[src/design/mme_ram.sv]
// Generic single-write, single-read RAM with registered read data
`default_nettype none
module mme_ram #(
   parameter int WIDTH = 16,
   parameter int DEPTH = 64
) (
   input  wire logic                     clock,
   input  wire logic                     we,
   input  wire logic [$clog2(DEPTH)-1:0] waddr,
   input  wire logic [WIDTH-1:0]         wdata,
   input  wire logic [$clog2(DEPTH)-1:0] raddr,
   output logic      [WIDTH-1:0]         rdata
);
   logic [WIDTH-1:0] mem [DEPTH];

   always_ff @(posedge clock) begin
      if (we) begin
         mem[waddr] <= wdata;
      end
      rdata <= mem[raddr];
   end
endmodule
`default_nettype wire

[config.mk]
export PLATFORM = sky130hd
export DESIGN_NAME = mme_ram
export DESIGN_NICKNAME = d
export VERILOG_FILES = /design/src/design/mme_ram.sv
export SDC_FILE = /design/constraint.sdc
export NUM_CORES = 1
export LEC_CHECK = 0
export ABC_AREA = 0
export ABC_CLOCK_PERIOD_IN_PS = 2400
export BUFFER_PORTS_ARGS = -buffer_cell sky130_fd_sc_hd__buf_2
export CORE_MARGIN = 2
export CORE_UTILIZATION = 55
export DETAILED_ROUTE_END_ITERATION = 10
export PLACE_DENSITY = 0.71
export SLEW_MARGIN = 0
export SYNTH_ARGS = -nofsm -noshare
export SYNTH_HDL_FRONTEND = slang
export SYNTH_SLANG_ARGS = --single-unit
export TNS_END_PERCENT = 20
[constraint.sdc]
create_clock -name clock -period 2.4 [get_ports clock]
set_clock_uncertainty 0.05 [all_clocks]
set_input_delay 0.24 -clock clock [delete_from_list [all_inputs] [get_ports clock]]
set_output_delay 0.24 -clock clock [all_outputs]
set_load 0.005 [all_outputs]
==> summary.txt <==
Critical path
  – CP Max Fanout: 1
  – Worst r2r dst: rdata[3]$_DFF_P_
  – CP cell instances: mux4_2 > mux2i_1 > a22oi_1 > buf_4 > a31oi_1 > buf_4 > a311oi_1
  – R2R depth: 7
  – Worst R2R Setup Slack: 0.12 ns
  – CP Capture Type: register
  – Startpoint types: register
  – Crit-path slowest cell: mux4_2
  – Critical path class: reg2reg
  – Worst Path Required: 2.87 ns
  – Crit path DAT: 2.75 ns
  – Cell mode on critical path: buf_4
  – Crit path largest cell delay: 0.47 ns
  – Worst r2r src: mem[23][3]$_DFFE_PP_

STA
  – Final Setup Violations: 0
  – Crit path time final: 2.28 ns
  – Final Hold Fails: 0
  – Fmax: 439 MHz
  – Setup TNS Final: 0 ns
  – Period utilization: 0.950
  – Slew at the pin with the worst max-slew slack: 1.07 ns
  – Pins Over Slew Limit: 0
  – Rel. slew slack: 0.289
  – Unrepaired setup endpoints after global routing: false

Route
  – Iter 0 DRT Violations: 2768
  – DR vias/cell: 6.32
  – Routed Antenna Nets: 0
  – DR vias: 19.9k
  – Pre-Repair DR Iteration Count: 5
  – Final WL: 95100 microns
  – Routed length per instance: 30.2 microns
  – # DRC: 0

Placement
  – DP Wirelength: 59800 microns
  – Port Buffer Count: 45
  – Gp weighted congestion: 0.846

Synth
  – Post-synth EDFFs: 1024
  – Synth Area in Compound Gates: 0.0241
  – Sequential element share of the synthesized area: 0.776
  – Most used DFF post-synth: edfxtp_1
  – Multiplexer area fraction after synthesis: 0.155
  – Netlist cell types: 43
  – Yosys top cell area share: 0.768
  – Post-synth net total: 1859
  – Synth Area in Adders: 0
  – Top cells by area, synth: edfxtp_1 (77%), mux4_2 (12%), mux2i_1 (2.1%)
  – Largest family of logic cells by synthesized area: multiplexers
  – Simple-Gate Fraction of Synth Area: 0.0265
  – Xor-xnor portion of the synthesized cell area: 0
  – Mean Syn Cell Area: 21.9 sq um
  – Area of the mapped netlist: 40000 sq um
  – Yosys reg bits: 1040
  – Synth area leader: edfxtp_1
  – Async set-reset flop share out of synthesis: 0
  – Warnings from Yosys: 0
  – Syn Inst Count: 1829

Layout
  – Final Util: 0.645
  – Area of the multi-input gates: 8250 sq um
  – Fraction of layout cells with a size suffix above 1: 0.312
  – Layout area overhead: 15.6%
  – Fin nets: 2132
  – Most frequent cells in the layout: edfxtp_1 (1024), mux4_2 (220), buf_4 (186)
  – Seq. cell area: 31100 sq um
  – # fillers: 4654
  – Commonest non-fill, non-tap cell in the layout: edfxtp_1

Floorplan
  – Core Region: 71700 sq um
  – Std cell rows: 98
  – Die Height: 274 microns
  – Starting Density: 0.558
  – DIE WIDTH: 274 microns
  – Die area: 75000 sq um
  – I/O pins: 46

Clock tree
  – Clock Path Buffers: 3
  – CTS tree: done
  – Num Clock Sinks: 1040
  – H-tree Lvls: 3
  – Post-CTS Setup Inserts: 0
  – CTS buffer count: 106
  – Clk_lat worst skew: 0.66 ns
  – Root buf cell: clkbuf_16
  – Reg clk slew, reported paths: 0.06 ns

Run status
  – Status: completed

Power and ir drop
  – VDD IR max: 0.594 mV
  – Pwr per Cell Area: 827 nW/um^2
  – Leak: 15.1 nW

Global routing
  – Global-route wire length before repair: 139000 microns
  – Vias in the first global route: 20.1k
  – Largest net degree at the start of global routing: 65
  – Initial antenna violation count: 9
  – GRT overflow: 0
  – GRT Total Usage: 0.260

Min path
  – Hold Path Class: in2reg
  – HP Start: wdata[14]
  – WHS Endpoint: mem[2][14]$_DFFE_PP_
  – Hold path depth: 1

Flow run
  – Max Cap Viol: 0
-- cell type report --
class,instances,share of cell area
multi-input combinational,685,0.178
clock buffer,124,0.0603
timing repair buffer,269,0.0511
sequential,1040,0.671
tap,950,0.0257
clock inverter,73,0.0134
antenna,4,0.000216
-- where the power goes --
group	internal, W	switching (W)	total [W]
sequential	0.0201	0.0000759	0.0202
clock	0.00938	0.00668	0.0161
combinational	0.000835	0.00122	0.00205
total	0.0303	0.00797	0.0383
-- metrics by stage --
step / instances / cell area [sq um] / setup slack [ns] / total power (W) / hold WS (ns)
floorplan: 1829 / 40000 / 0.0752 / 0.0216 / 0.289
CTS: 3141 / 46300 / 0.120 / 0.0385 / 0.0348
detailed placement: 2940 / 42800 / -0.277 / 0.0226 / 0.561
finish: 3145 / 46300 / 0.120 / 0.0383 / 0.0525
global route: 3141 / 46300 / 0.0746 / 0.0394 / 0.0625
global placement: 2940 / 42800 / -0.272 / 0.0226 / 0.549
-- worst max path at each step --
| stage | to | slack, ns | startpoint |
|---|---|---|---|
| after CTS | rdata[3]$_DFF_P_ | 0.12 | mem[23][3]$_DFFE_PP_ |
| after floorplan | mem[48][0]$_DFFE_PP_ | 0.08 | waddr[3] |
| final | rdata[3]$_DFF_P_ | 0.12 | mem[23][3]$_DFFE_PP_ |
| after global placement | rdata[3]$_DFF_P_ | -0.27 | raddr[0] |
| after detailed placement | rdata[3]$_DFF_P_ | -0.28 | raddr[0] |
| after global routing | rdata[3]$_DFF_P_ | 0.07 | mem[23][3]$_DFFE_PP_ |
-- sequential cells by signal, indices dropped and copies added, names as in the netlist --
register  flops
rdata        16
mem        1024
-- cell families (layout without fill, tap and decap cells) --
family,after synthesis,in the layout
and+or+nand+nor,220,220
DFF,1040,1040
buffers and inverters,104,466
other,0,4
muxes,336,336
AOI/OAI and AO/OA,129,129
-- cells in the mapped netlist (13+ instances only) --
cell type  count
mux2i_1       85
nor2_1        72
a221oi_1      16
buf_2         36
a22oi_1       39
nand3_1       24
a21oi_1       17
buf_4         13
clkbuf_1      24
buf_6         17
nor2b_1       30
mux2_2        27
edfxtp_1    1024
dfxtp_1       16
mux4_2       220
nand2_1       59
-- worst max-delay path, delay by kind of cell, from the launching register on --
family | cells | cell delay, ns
multiplexers | 2 | 0.75
AO/OA/AOI/OAI | 3 | 0.56
buffers and inverters | 2 | 0.41
flip-flops | 1 | 0.36
-- timing repair --
| action | in CTS | in global routing |
|---|---|---|
| hold buffers | 4 | 0 |
| endpoints found under the setup margin | 0 | 0 |
| gates resized for setup | 0 | 0 |
| hold endpoints to repair | 40 | 0 |
-- layer usage --
metal	wire, microns	up-vias	global-route usage
met5	54	-	0
met4	3320	8	0.0972
met3	8770	176	0.0458
met2	46700	1061	0.421
met1	36300	10400	0.359
li1	-	8239	-
(Power assumes the default switching activity.)
