--- config.mk ---
export PLATFORM = sky130hd
export DESIGN_NAME = mme_chain
export DESIGN_NICKNAME = d
export VERILOG_FILES = /design/src/design/mme_pkg.sv /design/src/design/mme_cell.sv /design/src/design/mme_chain.sv
export SDC_FILE = /design/constraint.sdc
export NUM_CORES = 2
export LEC_CHECK = 0
export BUFFER_PORTS_ARGS = -buffer_cell sky130_fd_sc_hd__buf_2
export CAP_MARGIN = 25
export CORE_ASPECT_RATIO = 0.5
export CORE_MARGIN = 8
export CORE_UTILIZATION = 60
export DETAILED_ROUTE_END_ITERATION = 10
export MAX_ROUTING_LAYER = met4
export PLACE_DENSITY_LB_ADDON = 0.3
export SLEW_MARGIN = 15
export SYNTH_ARGS = -nofsm -noshare
export SYNTH_HDL_FRONTEND = slang
export SYNTH_SLANG_ARGS = --single-unit
export TNS_END_PERCENT = 10
--- constraint.sdc ---
create_clock -name clock -period 7.6 [get_ports clock]
set_clock_uncertainty 0.1 [all_clocks]
set_input_delay 1.9 -clock clock [delete_from_list [all_inputs] [get_ports clock]]
set_output_delay 1.9 -clock clock [all_outputs]
set_load 0.02 [all_outputs]
--- src/design/mme_pkg.sv ---
// Shared types, constants and helpers for the matrix multiply engine
`default_nettype none
package mme_pkg;
   localparam int MAX_DIM     = 64;
   localparam int DIM_W       = $clog2(MAX_DIM);
   localparam int DW          = DIM_W + 1;
   localparam int SIZE_W      = 7;
   localparam int STORE_DEPTH = MAX_DIM * MAX_DIM;
   localparam int STORE_AW    = $clog2(STORE_DEPTH);
   localparam int KN_W        = $clog2(STORE_DEPTH + 1);
   localparam int VAL_W       = 16;
   localparam int PROD_W      = 32;
   localparam int ACC_W       = 40;
   localparam int IDX_W       = 6;
   localparam int CSR_AW      = 3;
   localparam int CSR_DW      = 32;

   localparam logic CSR_INNER_SIZE  = 1'b0;
   localparam logic CSR_OUT_COLUMNS = 1'b1;

   localparam logic REQ_RIGHT = 1'b0;
   localparam logic REQ_LEFT  = 1'b1;

   typedef struct packed {
      logic                    req_type;
      logic signed [VAL_W-1:0] value;
   } req_item_type;

   typedef struct packed {
      logic signed [ACC_W-1:0] dot_value;
      logic [IDX_W-1:0]        row_index;
      logic [IDX_W-1:0]        column_index;
      logic                    last;
   } rsp_item_type;

   function automatic logic [DW-1:0] clamp_dim(input logic [SIZE_W-1:0] v);
      int vi;
      vi = int'(v);
      if (vi == 0) vi = 1;
      if (vi > MAX_DIM) vi = MAX_DIM;
      return DW'(vi);
   endfunction
endpackage
`default_nettype wire

--- src/design/mme_cell.sv ---
// One accumulator cell of the column chain
`default_nettype none
module mme_cell (
   input  wire logic                               clock,
   input  wire logic                               shift,
   input  wire logic signed [mme_pkg::ACC_W-1:0]   carry_in,
   input  wire logic signed [mme_pkg::PROD_W-1:0]  addend,
   output logic signed      [mme_pkg::ACC_W-1:0]   acc
);
   import mme_pkg::*;

   logic signed [ACC_W-1:0] acc_ff;
   logic signed [ACC_W-1:0] acc_in;

   always_comb begin
      acc_in = acc_ff;
      if (shift) begin
         acc_in = carry_in + {{(ACC_W-PROD_W){addend[PROD_W-1]}}, addend};
      end
   end

   always_ff @(posedge clock) begin
      acc_ff <= acc_in;
   end

   assign acc = acc_ff;
endmodule
`default_nettype wire

--- src/design/mme_chain.sv ---
// Ring of column accumulator cells with a selectable tail tap
`default_nettype none
module mme_chain (
   input  wire logic                               clock,
   input  wire logic                               shift,
   input  wire logic                               first,
   input  wire logic signed [mme_pkg::PROD_W-1:0]  product,
   input  wire logic        [mme_pkg::DIM_W-1:0]   tap_sel,
   output logic signed      [mme_pkg::ACC_W-1:0]   tap
);
   import mme_pkg::*;

   logic signed [ACC_W-1:0] acc [MAX_DIM];
   logic signed [ACC_W-1:0] head_in;

   assign tap     = acc[tap_sel];
   assign head_in = first ? '0 : tap;

   for (genvar i = 0; i < MAX_DIM; i++) begin : g_cell
      if (i == 0) begin : g_head
         mme_cell u_cell (
            .clock    (clock),
            .shift    (shift),
            .carry_in (head_in),
            .addend   (product),
            .acc      (acc[i])
         );
      end else begin : g_body
         mme_cell u_cell (
            .clock    (clock),
            .shift    (shift),
            .carry_in (acc[i-1]),
            .addend   ('0),
            .acc      (acc[i])
         );
      end
   end
endmodule
`default_nettype wire

==> flow_summary.ini <==
[run_status]
status = complete, no violations

[logic_synthesis]
synth-simple-area-share_pct = 0.6767
synth_top_family_by_area = multiplexers
yosysSeqAreaShare_pct = 77.57
synth_xor_area_share_pct = 0.3182
syn_area_per_cell_um2 = 24.89
async_reset_ff_share_pct = 0
synth-edff-count = 2560
synth_mux_area_share_pct = 19.05
ys_ff_latch = 2560
yosys.area_share.adder_pct = 0.5126
ys.flop_type = edfxtp_1
synth_compound_area_share_pct = 0.9330
syn-num-nets = 4062
syn_area_mm2 = 0.09910
synth_cell_types = 51
yosys_warnings = 0
syn_inst = 3981

[timing]
drv_slew = 0
max_slew_margin_pct = 9.955
layout_min_cycle_time_ns = 7.031
timing.hold.ws_ns = 0.3213
min_period_over_period_pct = 92.52
setup_tns_ns = 0
worst-slew-pin-transition_ns = 1.351
setup_viol = 0
finalWorstSetupSlack_ns = 0.5686
max_clock_freq_ghz = 0.1422
hold_viol_final = 0
rsz0062_at_grt = false

[clock_tree]
worstSkewPairLatency_ns = 0.87
htreeDepth = 4
clk_pin_slew_worst_paths_ns = 0.07
root_buffer = clkbuf_16
clkSinkCount = 2560
cts_resized = 0
cts_tree = done
numCtsBuffers = 214
holdBufCountCts = 0
cts.path.max_buffers = 4
cts_setup_buffers = 0

[critical_path]
startpoint = tap_sel[1]
path_class = primary input to output port
start_kind = primary input
r2r_start = g_cell[47].g_body.u_cell.acc[0]$_DFFE_PP_
endpoint_kind = output port
required_ns = 5.60
cp.arrival_ns = 5.03
crit_fanout = 40

[grt]
grt_max_degree = 211
track_usage_pct = 21.96
grt_pass1_wl_um = 291600
antenna_found_initial = 14
grt-ovfl-total = 0
grt_pass1_vias = 44940

[final_layout]
mostFrequentLayoutCells = edfxtp_1, mux4_2, clkbuf_16, buf_4, buf_2
final_cell_area_mm2 = 0.1099
fin_nets = 4299
fillers = 9607
layout_commonest_cell = edfxtp_1
regArea_mm2 = 0.07687
drive_above_1_share_pct = 31.06
area_growth_pct = 10.86
multiInputGateArea_mm2 = 0.02130

[placed_design]
hpwl_um = 103000
place.gp.congestion = 0.8463
postPlaceCellArea_mm2 = 0.1031
place.port_buffers = 80
post-place-ws_ns = 0.03924

[pwr]
p_leak_nw = 36.15
power_density_mw_per_mm2 = 274.2
vdd_ir_drop_max_mv = 0.2259
finalPower_mw = 30.13

[worst_hold_path]
hold_path.class = flop to flop
worstHoldStart = g_cell[7].g_body.u_cell.acc[17]$_DFFE_PP_

[flow_run]
drv_cap = 0

[floorplanning]
die_w_um = 590.8
initial_core_util_pct = 60.44
die_area_mm2 = 0.1792
rows = 105
ios = 81
die_y_um = 303.4
core_mm2 = 0.1640

[route]
drcViolationCount = 0
dr.pass1.iters = 5
wl_per_cell_um = 28.56
via_count = 43020
via_per_inst = 6.536
antenna_left = 0
wl_um = 188000
first_iter_violations = 5146
[synthesized netlist by cell type (9+ instances only)]
master    count  area share, %
nand2_1      29           0.11
buf_2        76           0.38
a211oi_1      9          0.068
xor2_1       13           0.11
mux2i_1      10           0.10
ha_1         39           0.49
clkbuf_1    107           0.41
edfxtp_1   2560             78
buf_1        19          0.072
mux4_2      830             19
xnor2_1      23           0.20
a21o_1       19           0.14
nor2b_1      42           0.27
nor2_1       30           0.11
inv_1        17          0.064
o21ai_0      29           0.15
a21oi_1      46           0.23
[report_power, final]
group	switching [mW]	leakage (nW)	total [mW]	internal [mW]
combinational	1.19	7.82	2.30	1.11
sequential	0.483	25.1	17.0	16.6
clock	4.98	3.27	10.8	5.81
[stage by stage]
| step | util, % | instances |
|---|---|---|
| after floorplan | - | 3981 |
| after global placement | 62.88 | 6189 |
| after detailed placement | 62.90 | 6193 |
| after CTS | 66.98 | 6576 |
| after global routing | 67.01 | 6582 |
| final | 67.01 | 6582 |
[flip-flops by register name, summed over array words and instances, names as in the netlist]
register                  cells
g_cell.g_head.u_cell.acc     40
g_cell.g_body.u_cell.acc   2520
[final timing paths]
kind	end	slack, ns	cells past startpoint
setup / recovery	tap[30]	0.57	8
hold / removal	g_cell[8].g_body.u_cell.acc[17]$_DFFE_PP_	0.32	0
setup reg to reg	g_cell[0].g_head.u_cell.acc[24]$_DFFE_PP_	2.22	17
hold reg to reg	g_cell[8].g_body.u_cell.acc[17]$_DFFE_PP_	0.32	0
[layout make-up]
cell class              count  area share [%]
flip-flops and latches   2560           69.97
multi-input cells        1201           19.39
clock buffers             250           5.017
well taps                2193           2.498
repair buffers            224           1.982
clock inverters           133           1.075
inverters                  17         0.05808
diodes                      4        0.009111
[critical path, stage by stage]
cell and delay, ns:
buf_8 0.27, buf_12 0.33, buf_12 0.23, buf_4 0.50, mux4_2 0.41, mux4_2 0.51
mux4_2 0.60, buf_2 0.22
[cell families after synthesis]
family,after synthesis
AO/OA/AOI/OAI,145
XOR/XNOR,36
adder cells (fa/ha/maj),40
buffers and inverters,220
flip-flops,2560
multiplexers,848
AND/OR/NAND/NOR,132
[per-layer routing]
| layer | GRT usage [%] | vias to the layer above | share of wire (%) |
|---|---|---|---|
| met4 | 4.438 | 0 | 1.9 |
| met1 | 31.40 | 23140 | 41 |
| met3 | 3.935 | 271 | 7.6 |
| met2 | 34.24 | 1776 | 49 |
| met5 | - | - | 0 |
| li1 | - | 17840 | - |
Note: power is estimated with default switching activity, not from simulation.
